## src/emfrt_pkg.sv

```systemverilog
// Shared types and constants of the exact-match flow rule table.
package emfrt_pkg;

    // Default number of rule entries
    localparam int DEFAULT_TABLE_DEPTH = 64;

    // Field widths
    localparam int MAC_W      = 48;
    localparam int TYPE_W     = 16;
    localparam int ADDR_W     = 32;
    localparam int PROTO_W    = 8;
    localparam int L4PORT_W   = 16;
    localparam int INPORT_W   = 8;
    localparam int PRIO_W     = 16;
    localparam int ACTION_W   = 32;
    localparam int STATUS_W   = 2;
    localparam int ENTRY_NUM_W = 7;

    // Stream widths: request is 272 bits (34 bytes), result 9 bits padded to 16
    localparam int S_TDATA_W = 272;
    localparam int M_TDATA_W = 16;

    // Result status codes
    typedef enum logic [STATUS_W-1:0] {
        ST_SAME     = 2'd0,
        ST_REPLACED = 2'd1,
        ST_ADDED    = 2'd2,
        ST_FULL     = 2'd3
    } status_t;

    // Exact-match key of one rule
    typedef struct packed {
        logic [MAC_W-1:0]    eth_src;
        logic [MAC_W-1:0]    eth_dst;
        logic [TYPE_W-1:0]   eth_type;
        logic [ADDR_W-1:0]   ip_src;
        logic [ADDR_W-1:0]   ip_dst;
        logic [PROTO_W-1:0]  ip_proto;
        logic [L4PORT_W-1:0] port_src;
        logic [L4PORT_W-1:0] port_dst;
        logic [INPORT_W-1:0] ingress_port;
    } rule_key_t;

    // One table row: key plus the non-key payload
    typedef struct packed {
        rule_key_t           key;
        logic [PRIO_W-1:0]   rule_priority;
        logic [ACTION_W-1:0] action_word;
    } rule_entry_t;

    // Result of one request
    typedef struct packed {
        status_t                  status;
        logic [ENTRY_NUM_W-1:0]   entry_number;
    } rule_result_t;

endpackage

```

## src/emfrt_ctrl.sv

```systemverilog
// Scan sequencer: walks occupied entries, resolves match/replace/append/full, holds result.
module emfrt_ctrl
    import emfrt_pkg::*;
#(
    parameter int TABLE_DEPTH = DEFAULT_TABLE_DEPTH,
    parameter int IDX_W       = (TABLE_DEPTH > 1) ? $clog2(TABLE_DEPTH) : 1,
    parameter int CNT_W       = $clog2(TABLE_DEPTH + 1)
) (
    input  logic             aclk,
    input  logic             aresetn,
    // request side
    input  logic             in_valid,
    output logic             in_ready,
    input  rule_entry_t      in_rule,
    // result side
    output logic             out_valid,
    input  logic             out_ready,
    output rule_result_t     out_result,
    // table port
    output logic             rd_en,
    output logic [IDX_W-1:0] rd_idx,
    input  rule_entry_t      rd_data,
    output logic             wr_en,
    output logic [IDX_W-1:0] wr_idx,
    output rule_entry_t      wr_data
);

    typedef enum logic [1:0] {
        S_IDLE,
        S_SCAN,
        S_DONE
    } state_t;

    state_t              state_reg, state_next;
    rule_entry_t         req_reg, req_next;
    logic [CNT_W-1:0]    used_reg, used_next;
    logic [CNT_W-1:0]    issue_reg, issue_next;
    logic                cmp_valid_reg, cmp_valid_next;
    logic [IDX_W-1:0]    cmp_idx_reg, cmp_idx_next;
    rule_result_t        res_reg, res_next;
    logic                out_valid_reg, out_valid_next;
    rule_result_t        out_result_reg, out_result_next;

    logic                    hit;
    logic [CNT_W-1:0]        match_num;
    logic [ENTRY_NUM_W+CNT_W-1:0] match_num_ext;

    // Key compare against the entry read last cycle
    assign hit = cmp_valid_reg && (rd_data.key == req_reg.key);

    // Entry number is index plus one, cut to the result width
    assign match_num     = CNT_W'(cmp_idx_reg) + CNT_W'(1);
    assign match_num_ext = {{ENTRY_NUM_W{1'b0}}, match_num};

    assign in_ready = (state_reg == S_IDLE);

    // Next-state logic
    always_comb begin
        state_next      = state_reg;
        req_next        = req_reg;
        used_next       = used_reg;
        issue_next      = issue_reg;
        cmp_valid_next  = 1'b0;
        cmp_idx_next    = cmp_idx_reg;
        res_next        = res_reg;
        out_valid_next  = out_valid_reg;
        out_result_next = out_result_reg;
        rd_en           = 1'b0;
        rd_idx          = issue_reg[IDX_W-1:0];
        wr_en           = 1'b0;
        wr_idx          = cmp_idx_reg;
        wr_data         = req_reg;

        // result taken downstream
        if (out_valid_reg && out_ready) begin
            out_valid_next = 1'b0;
        end

        case (state_reg)
            S_IDLE: begin
                if (in_valid) begin
                    req_next   = in_rule;
                    issue_next = '0;
                    state_next = S_SCAN;
                end
            end
            S_SCAN: begin
                if (hit) begin
                    // first matching entry: keep or replace action
                    res_next.entry_number = match_num_ext[ENTRY_NUM_W-1:0];
                    if (rd_data.action_word == req_reg.action_word) begin
                        res_next.status = ST_SAME;
                    end else begin
                        wr_en                 = 1'b1;
                        wr_idx                = cmp_idx_reg;
                        wr_data               = rd_data;
                        wr_data.action_word   = req_reg.action_word;
                        res_next.status       = ST_REPLACED;
                    end
                    state_next = S_DONE;
                end else if (issue_reg != used_reg) begin
                    // stream the next occupied entry into the compare stage
                    rd_en          = 1'b1;
                    rd_idx         = issue_reg[IDX_W-1:0];
                    cmp_valid_next = 1'b1;
                    cmp_idx_next   = issue_reg[IDX_W-1:0];
                    issue_next     = issue_reg + CNT_W'(1);
                end else begin
                    // no match: append or report full
                    res_next.entry_number = '0;
                    if (used_reg == CNT_W'(TABLE_DEPTH)) begin
                        res_next.status = ST_FULL;
                    end else begin
                        wr_en           = 1'b1;
                        wr_idx          = used_reg[IDX_W-1:0];
                        wr_data         = req_reg;
                        used_next       = used_reg + CNT_W'(1);
                        res_next.status = ST_ADDED;
                    end
                    state_next = S_DONE;
                end
            end
            S_DONE: begin
                if (!out_valid_reg || out_ready) begin
                    out_valid_next  = 1'b1;
                    out_result_next = res_reg;
                    state_next      = S_IDLE;
                end
            end
            default: begin
                state_next = S_IDLE;
            end
        endcase
    end

    // State and registered outputs
    always_ff @(posedge aclk) begin
        if (!aresetn) begin
            state_reg     <= S_IDLE;
            used_reg      <= '0;
            cmp_valid_reg <= 1'b0;
            out_valid_reg <= 1'b0;
        end else begin
            state_reg     <= state_next;
            used_reg      <= used_next;
            cmp_valid_reg <= cmp_valid_next;
            out_valid_reg <= out_valid_next;
        end
        req_reg        <= req_next;
        issue_reg      <= issue_next;
        cmp_idx_reg    <= cmp_idx_next;
        res_reg        <= res_next;
        out_result_reg <= out_result_next;
    end

    assign out_valid  = out_valid_reg;
    assign out_result = out_result_reg;

    // Occupancy never passes the table size
    a_used_bound: assert property (@(posedge aclk) disable iff (!aresetn)
        used_reg <= CNT_W'(TABLE_DEPTH))
        else $error("entry count exceeds table depth");

    // Occupancy only moves together with a table write
    a_used_write: assert property (@(posedge aclk) disable iff (!aresetn)
        !wr_en |=> $stable(used_reg))
        else $error("entry count changed without a write");

    // Read and write never share a cycle
    a_rw_excl: assert property (@(posedge aclk) disable iff (!aresetn)
        wr_en |-> !rd_en)
        else $error("table read and write in the same cycle");

    // An accepted request starts a scan
    a_accept_scan: assert property (@(posedge aclk) disable iff (!aresetn)
        (in_valid && in_ready) |=> (state_reg == S_SCAN))
        else $error("accepted request did not start a scan");

endmodule

```

## config.mk

```make
export PLATFORM = sky130hd
export DESIGN_NAME = emfrt_ctrl
export DESIGN_NICKNAME = d
export VERILOG_FILES = /design/src/emfrt_pkg.sv /design/src/emfrt_ctrl.sv
export SDC_FILE = /design/constraint.sdc
export NUM_CORES = 1
export LEC_CHECK = 0
export ABC_AREA = 1
export BUFFER_PORTS_ARGS = -buffer_cell sky130_fd_sc_hd__buf_2
export CELL_PAD_IN_SITES_DETAIL_PLACEMENT = 0
export CELL_PAD_IN_SITES_GLOBAL_PLACEMENT = 1
export CORE_AREA = 2 2 331 333
export CTS_CLUSTER_DIAMETER = 200
export CTS_CLUSTER_SIZE = 12
export DETAILED_ROUTE_END_ITERATION = 8
export DIE_AREA = 0 0 333 335
export PLACE_DENSITY = 0.55
export SLEW_MARGIN = 20
export SYNTH_ARGS = -nofsm -noshare
export SYNTH_HDL_FRONTEND = slang
export SYNTH_SLANG_ARGS = --single-unit
```

## constraint.sdc

```tcl
create_clock -name aclk -period 17.07 [get_ports aclk]
set_clock_uncertainty 0.15 [all_clocks]
set_input_delay 1.707 -clock aclk [delete_from_list [all_inputs] [get_ports aclk]]
set_output_delay 1.707 -clock aclk [all_outputs]
set_load 0.02 [all_outputs]
```

After elaboration in Yosys (flattened, before gate mapping)
Cells that the tools add are included.
{"block": "word_totals", "regBits": 314, "latchBits": 0, "ramBits": 0, "mem_bits_ro": 0, "out_inout_bits": 297, "word_cells": 83, "n_memories": 0}
{"block": "classes", "add_sub_neg": 3, "mul": 0, "n_div": 0, "magnitude_cmp": 0, "n_eq_ne": 12, "shift": 0, "muxes": 31, "bitwise_logic": 3, "reduce_logical": 13}
{"operator": "2-to-1 mux 272 bit", "n": 3}
{"operator": "equality test 224 bit", "n": 1}
{"operator": "equality test 32 bit", "n": 1}
{"operator": "2-to-1 mux 6 bit", "n": 4}
{"operator": "2-to-1 mux 7 bit", "n": 3}
{"operator": "2-to-1 mux 9 bit", "n": 2}
{"operator": "adder 7 x 1 -> 7 bit (second input constant)", "n": 2}
{"operator": "case mux 7 bit (2 select lines)", "n": 1}
{"operator": "2-to-1 mux 1 bit", "n": 13}
{"operator": "inequality test 2 bit (second input constant)", "n": 5}
{"operator": "2-to-1 mux 2 bit", "n": 4}
{"operator": "AND reduction 4 bit", "n": 2}
{"operator": "adder 6 x 1 -> 7 bit (second input constant)", "n": 1}
{"operator": "equality test 7 bit (second input constant)", "n": 1}
{"operator": "inequality test 7 bit", "n": 1}
{"operator": "case mux 2 bit (3 select lines)", "n": 1}
{"operator": "AND reduction 2 bit", "n": 3}
{"operator": "AND reduction 3 bit", "n": 2}
{"operator": "inequality test 3 bit (second input constant)", "n": 1}
{"operator": "inverter 1 bit", "n": 3}
{"operator": "equality test 2 x 1 -> 1 bit (second input constant)", "n": 1}
{"operator": "equality test 2 bit (second input constant)", "n": 1}
{"operator": "logical AND 1 bit", "n": 2}
{"operator": "logical NOT 2 bit", "n": 1}
{"operator": "3 further kinds", "n": 3}

Longest topological paths before layout
{"block": "depth", "word_depth": 5, "ltp_mapped": 16}

Least setup slack after synthesis
Ideal clock, no wire load.
{"block": "synth_timing", "path_kind": "input-to-reg", "from": "input port in_valid", "to": "register issue_reg[0], enable pin", "setup_time_ns": 0.373, "t_arrival_ns": 14.166, "required_ns": 16.547, "slack_ns": 2.381, "stages": 4, "path_buffers": 0, "path_cell_list": "inv_1 nor2_1 inv_1 nand2_1"}
{"block": "synth_between", "elab_chain_len": 2}
{"element": "start: declaration", "line_no": "emfrt_ctrl.sv:12", "text": "input logic in_valid,"}
{"element": "inequality test 2 bit (no line)"}
{"element": "AND reduction 4 bit (no line)"}
{"element": "end signal: assignment", "line_no": "emfrt_ctrl.sv:150", "text": "issue_reg <= issue_next;"}
{"element": "end: declaration", "line_no": "emfrt_ctrl.sv:37", "text": "logic [CNT_W-1:0] issue_reg, issue_next;"}
Every way passes these cells.
A chain may end at the register's enable or synchronous reset.

==> flow_metrics.py <==
metrics = {
    "sta": {
        "layout_min_cycle_time_ns": 6.83,
        "timing.final.crit_share": 0.400,
        "grt_setup_unrepaired": "false",
        "worstMarginPinSlew_ns": 0.972,
        "number_of_setup_violations_in_the_final_report": 0,
        "tns_ns": 0,
        "hold_viol_final": 0,
        "achievable_frequency_mhz": 146,
        "max_slew_margin": 0.352,
        "timing.final.max_slew_violations": 0,
    },
    "setup_path": {
        "cp.arrival_ns": 4.97,
        "worstPathMaxFanout": 21,
        "critical_path.max_stage_delay_ns": 0.46,
        "start_kind": "primary input",
        "worst_path_most_repeated_cell": "nand2_1",
        "worstSetupPathType": "primary input to output pin",
        "end_kind": "output pin",
        "worst_ep_required_time_ns": 15.21,
        "ff2ff_path_depth": 5,
        "critical_path.cell_chain": "buf_2 > inv_1 > nand2_1 > nand2_1 > nor2_1 > nand3_1 > nor2_1 > nand2_1 > nor2_1 > nand2_1 > nor2_1 > nand2_1 > buf_4 > nor2_4 > nand2_4 > nand2_1 > nand2_1 > buf_2",
        "slowest_stage": "nor2_1",
    },
    "floorplan": {
        "placementRows": 121,
        "die_area_um2": 112000,
        "chip_height_um": 335,
        "start_util": 0.147,
        "floorplan.io_pins": 845,
        "coreArea_um2": 108000,
        "die_width_um": 333,
    },
    "routing": {
        "drt.antenna.violating_nets": 0,
        "wirelength_mm": 78.2,
        "routed_wire_length_per_instance_um": 20.2,
        "drt-vias-per-instance": 3.42,
        "detail_route.drc_violations": 0,
        "drt_iter0_markers": 532,
        "detailedRoute.firstPassIterationCount": 5,
        "dr_total_vias": 13300,
    },
    "final_layout": {
        "seqCellArea_um2": 9320,
        "flow.area_growth_from_synthesis_pct": 36.1,
        "drive_gt1_frac": 0.365,
        "multi_input_comb_area_um2": 4300,
        "largest_reg_flops": 272,
        "fin_area_um2": 21600,
        "fillers": 12300,
        "fin_nets": 2994,
    },
    "synthesis": {
        "synth.net_count": 2382,
        "postSynth.asyncResetShare": 0,
        "netlist.area_leader.share": 0.572,
        "count_of_flip_flops_with_a_built_in_enable_after_synthesis": 303,
        "avgSynthCellArea_um2": 8.69,
        "postSynthRegisterBits": 314,
        "synthTopCellsByArea": "edfxtp_1 57%, nand2_1 12%, inv_1 6.9%",
        "dominantRegCellSynth": "edfxtp_1",
        "netlist-cell-type-count": 27,
        "netlist_area_before_placement_um2": 15900,
        "syn_inst_count": 1830,
        "seq_area_frac_synth": 0.586,
        "synth_area_leader_cell": "edfxtp_1",
        "synthesis.yosys.warnings": 0,
    },
    "power_and_ir_drop": {
        "power.switching_w": 0.000587,
        "p_leak_nw": 10.4,
        "power_density_nw_per_um2": 89.7,
        "p_seq_frac": 0.493,
        "intPower_w": 0.00135,
        "power_frac_comb": 0.174,
        "netSwitchingFraction": 0.303,
        "power.ir.vdd_worst_mv": 0.0808,
        "power_frac_clock": 0.333,
    },
    "clocking": {
        "cts_buffer_depth": 3,
        "cts_hold_buf": 0,
        "clock_tree.root_cell": "clkbuf_16",
        "cts_htree_levels": 1,
        "clk_latency_ns": 0.63,
        "number_of_buffers_created_by_cts": 30,
        "tritoncts": "done",
        "cts.sinks": 314,
        "cts.repair_timing.setup_buffer_count": 0,
        "post_cts.resized_instances": 0,
        "path_clk_slew_ns": 0.07,
    },
    "grt": {
        "groute.usage.overall": 0.134,
        "first_pass_grt_wire_length_mm": 105,
        "grt.overflow.total": 0,
        "first_global_vias": 13500,
        "grt_max_degree": 125,
        "antenna_violations_before_repair": 29,
    },
    "run": {
        "cap_violations": 0,
    },
    "min_path": {
        "min-delay-path-class": "flop to flop",
        "min_path_cells": 0,
    },
    "placement": {
        "place_area_um2": 20800,
        "detailed_place_hpwl_mm": 67.6,
        "port-buffer-count": 844,
        "place_congestion": 0.839,
    },
    "outcome": {
        "status": "complete, no violations",
    },
}
layer usage:
layer,track usage,vias to the layer above,part of all wire
li1,-,6676,-
met1,0.152,5947,0.39
met2,0.243,527,0.51
met3,0.0436,87,0.077
met4,0.0329,26,0.026
met5,0,-,0.0020
through the flow:
step	std cells	power, W	util	hold WS (ns)	worst slack, ns
detailed placement	3824	0.00132	0.192	0.255	9.88
CTS	3869	0.00199	0.200	0.266	9.87
floorplan	1830	0.00116	-	0.250	2.38
global route	3874	0.00204	0.200	0.273	9.71
global placement	3824	0.00132	0.192	0.251	9.88
finish	3878	0.00194	0.200	0.267	10.24
cell usage after synthesis (10+ instances only):
library cell  instances
edfxtp_1            303
nand3_1              33
nand4_1              10
xor2_1               30
dfxtp_1              11
clkbuf_1            226
buf_4                39
a21oi_1              13
nand2_1             488
o21ai_0              74
nor2_1              214
inv_1               291
xnor2_1              53
layout by cell type (no fill, tap or decap), drive strengths merged:
| master | count |
|---|---|
| nand3 | 34 |
| clkinv | 2 |
| or2 | 7 |
| a21oi | 13 |
| ha | 4 |
| o22ai | 3 |
| nand4 | 10 |
| diode | 9 |
| buf | 851 |
| edfxtp | 303 |
| nor2 | 216 |
| dfxtp | 11 |
| clkbuf | 43 |
| o21ai | 80 |
| nor3 | 7 |
| nand2 | 489 |
| inv | 292 |
| nor4 | 7 |
| xor2 | 30 |
| xnor2 | 53 |
final cells by class:
type	count	share of cell area
Timing Repair Buffer	851	0.198
Antenna cell	9	0.00104
Sequential cell	314	0.431
Multi-Input combinational cell	953	0.199
Clock inverter	2	0.00191
Tap cell	1414	0.0818
Inverter	292	0.0507
Clock buffer	43	0.0370
power by group through the flow:
| stage | sequential [W] | combinational, W | clock [W] |
|---|---|---|---|
| final | 0.000957 | 0.000337 | 0.000646 |
| after global routing | 0.000964 | 0.000373 | 0.000705 |
| after CTS | 0.000958 | 0.000348 | 0.000682 |
| after detailed placement | 0.000975 | 0.000347 | 0 |
| after global placement | 0.000975 | 0.000346 | 0 |
| after floorplan | 0.000970 | 0.000193 | 0 |
worst max-delay path: cells and delay by family:
kind	cells	cell delay (ns)
buf+inv	4	0.53
simple gates	14	2.71
cell families after synthesis:
kind of cell,Yosys count,synth area share
AOI/OAI and AO/OA,96,0.0305
adders and majority gates,4,0.00315
DFF,314,0.586
and+or+nand+nor,770,0.191
buffers and inverters,563,0.144
xor gates and xnor gates,83,0.0457
worst paths after layout:
path / slack, ns / startpoint / end
min reg2reg: 0.27 / res_reg[6]$_SDFFCE_PP0P_ / out_result[6]$_DFFE_PP_
max: 10.24 / rd_data[165] / wr_data[40]
min: 0.27 / res_reg[6]$_SDFFCE_PP0P_ / out_result[6]$_DFFE_PP_
max reg2reg: 13.31 / state_reg[1]$_SDFFE_PN0P_ / req_reg[205]$_DFFE_PP_
Power figures use the tool's default switching activity.
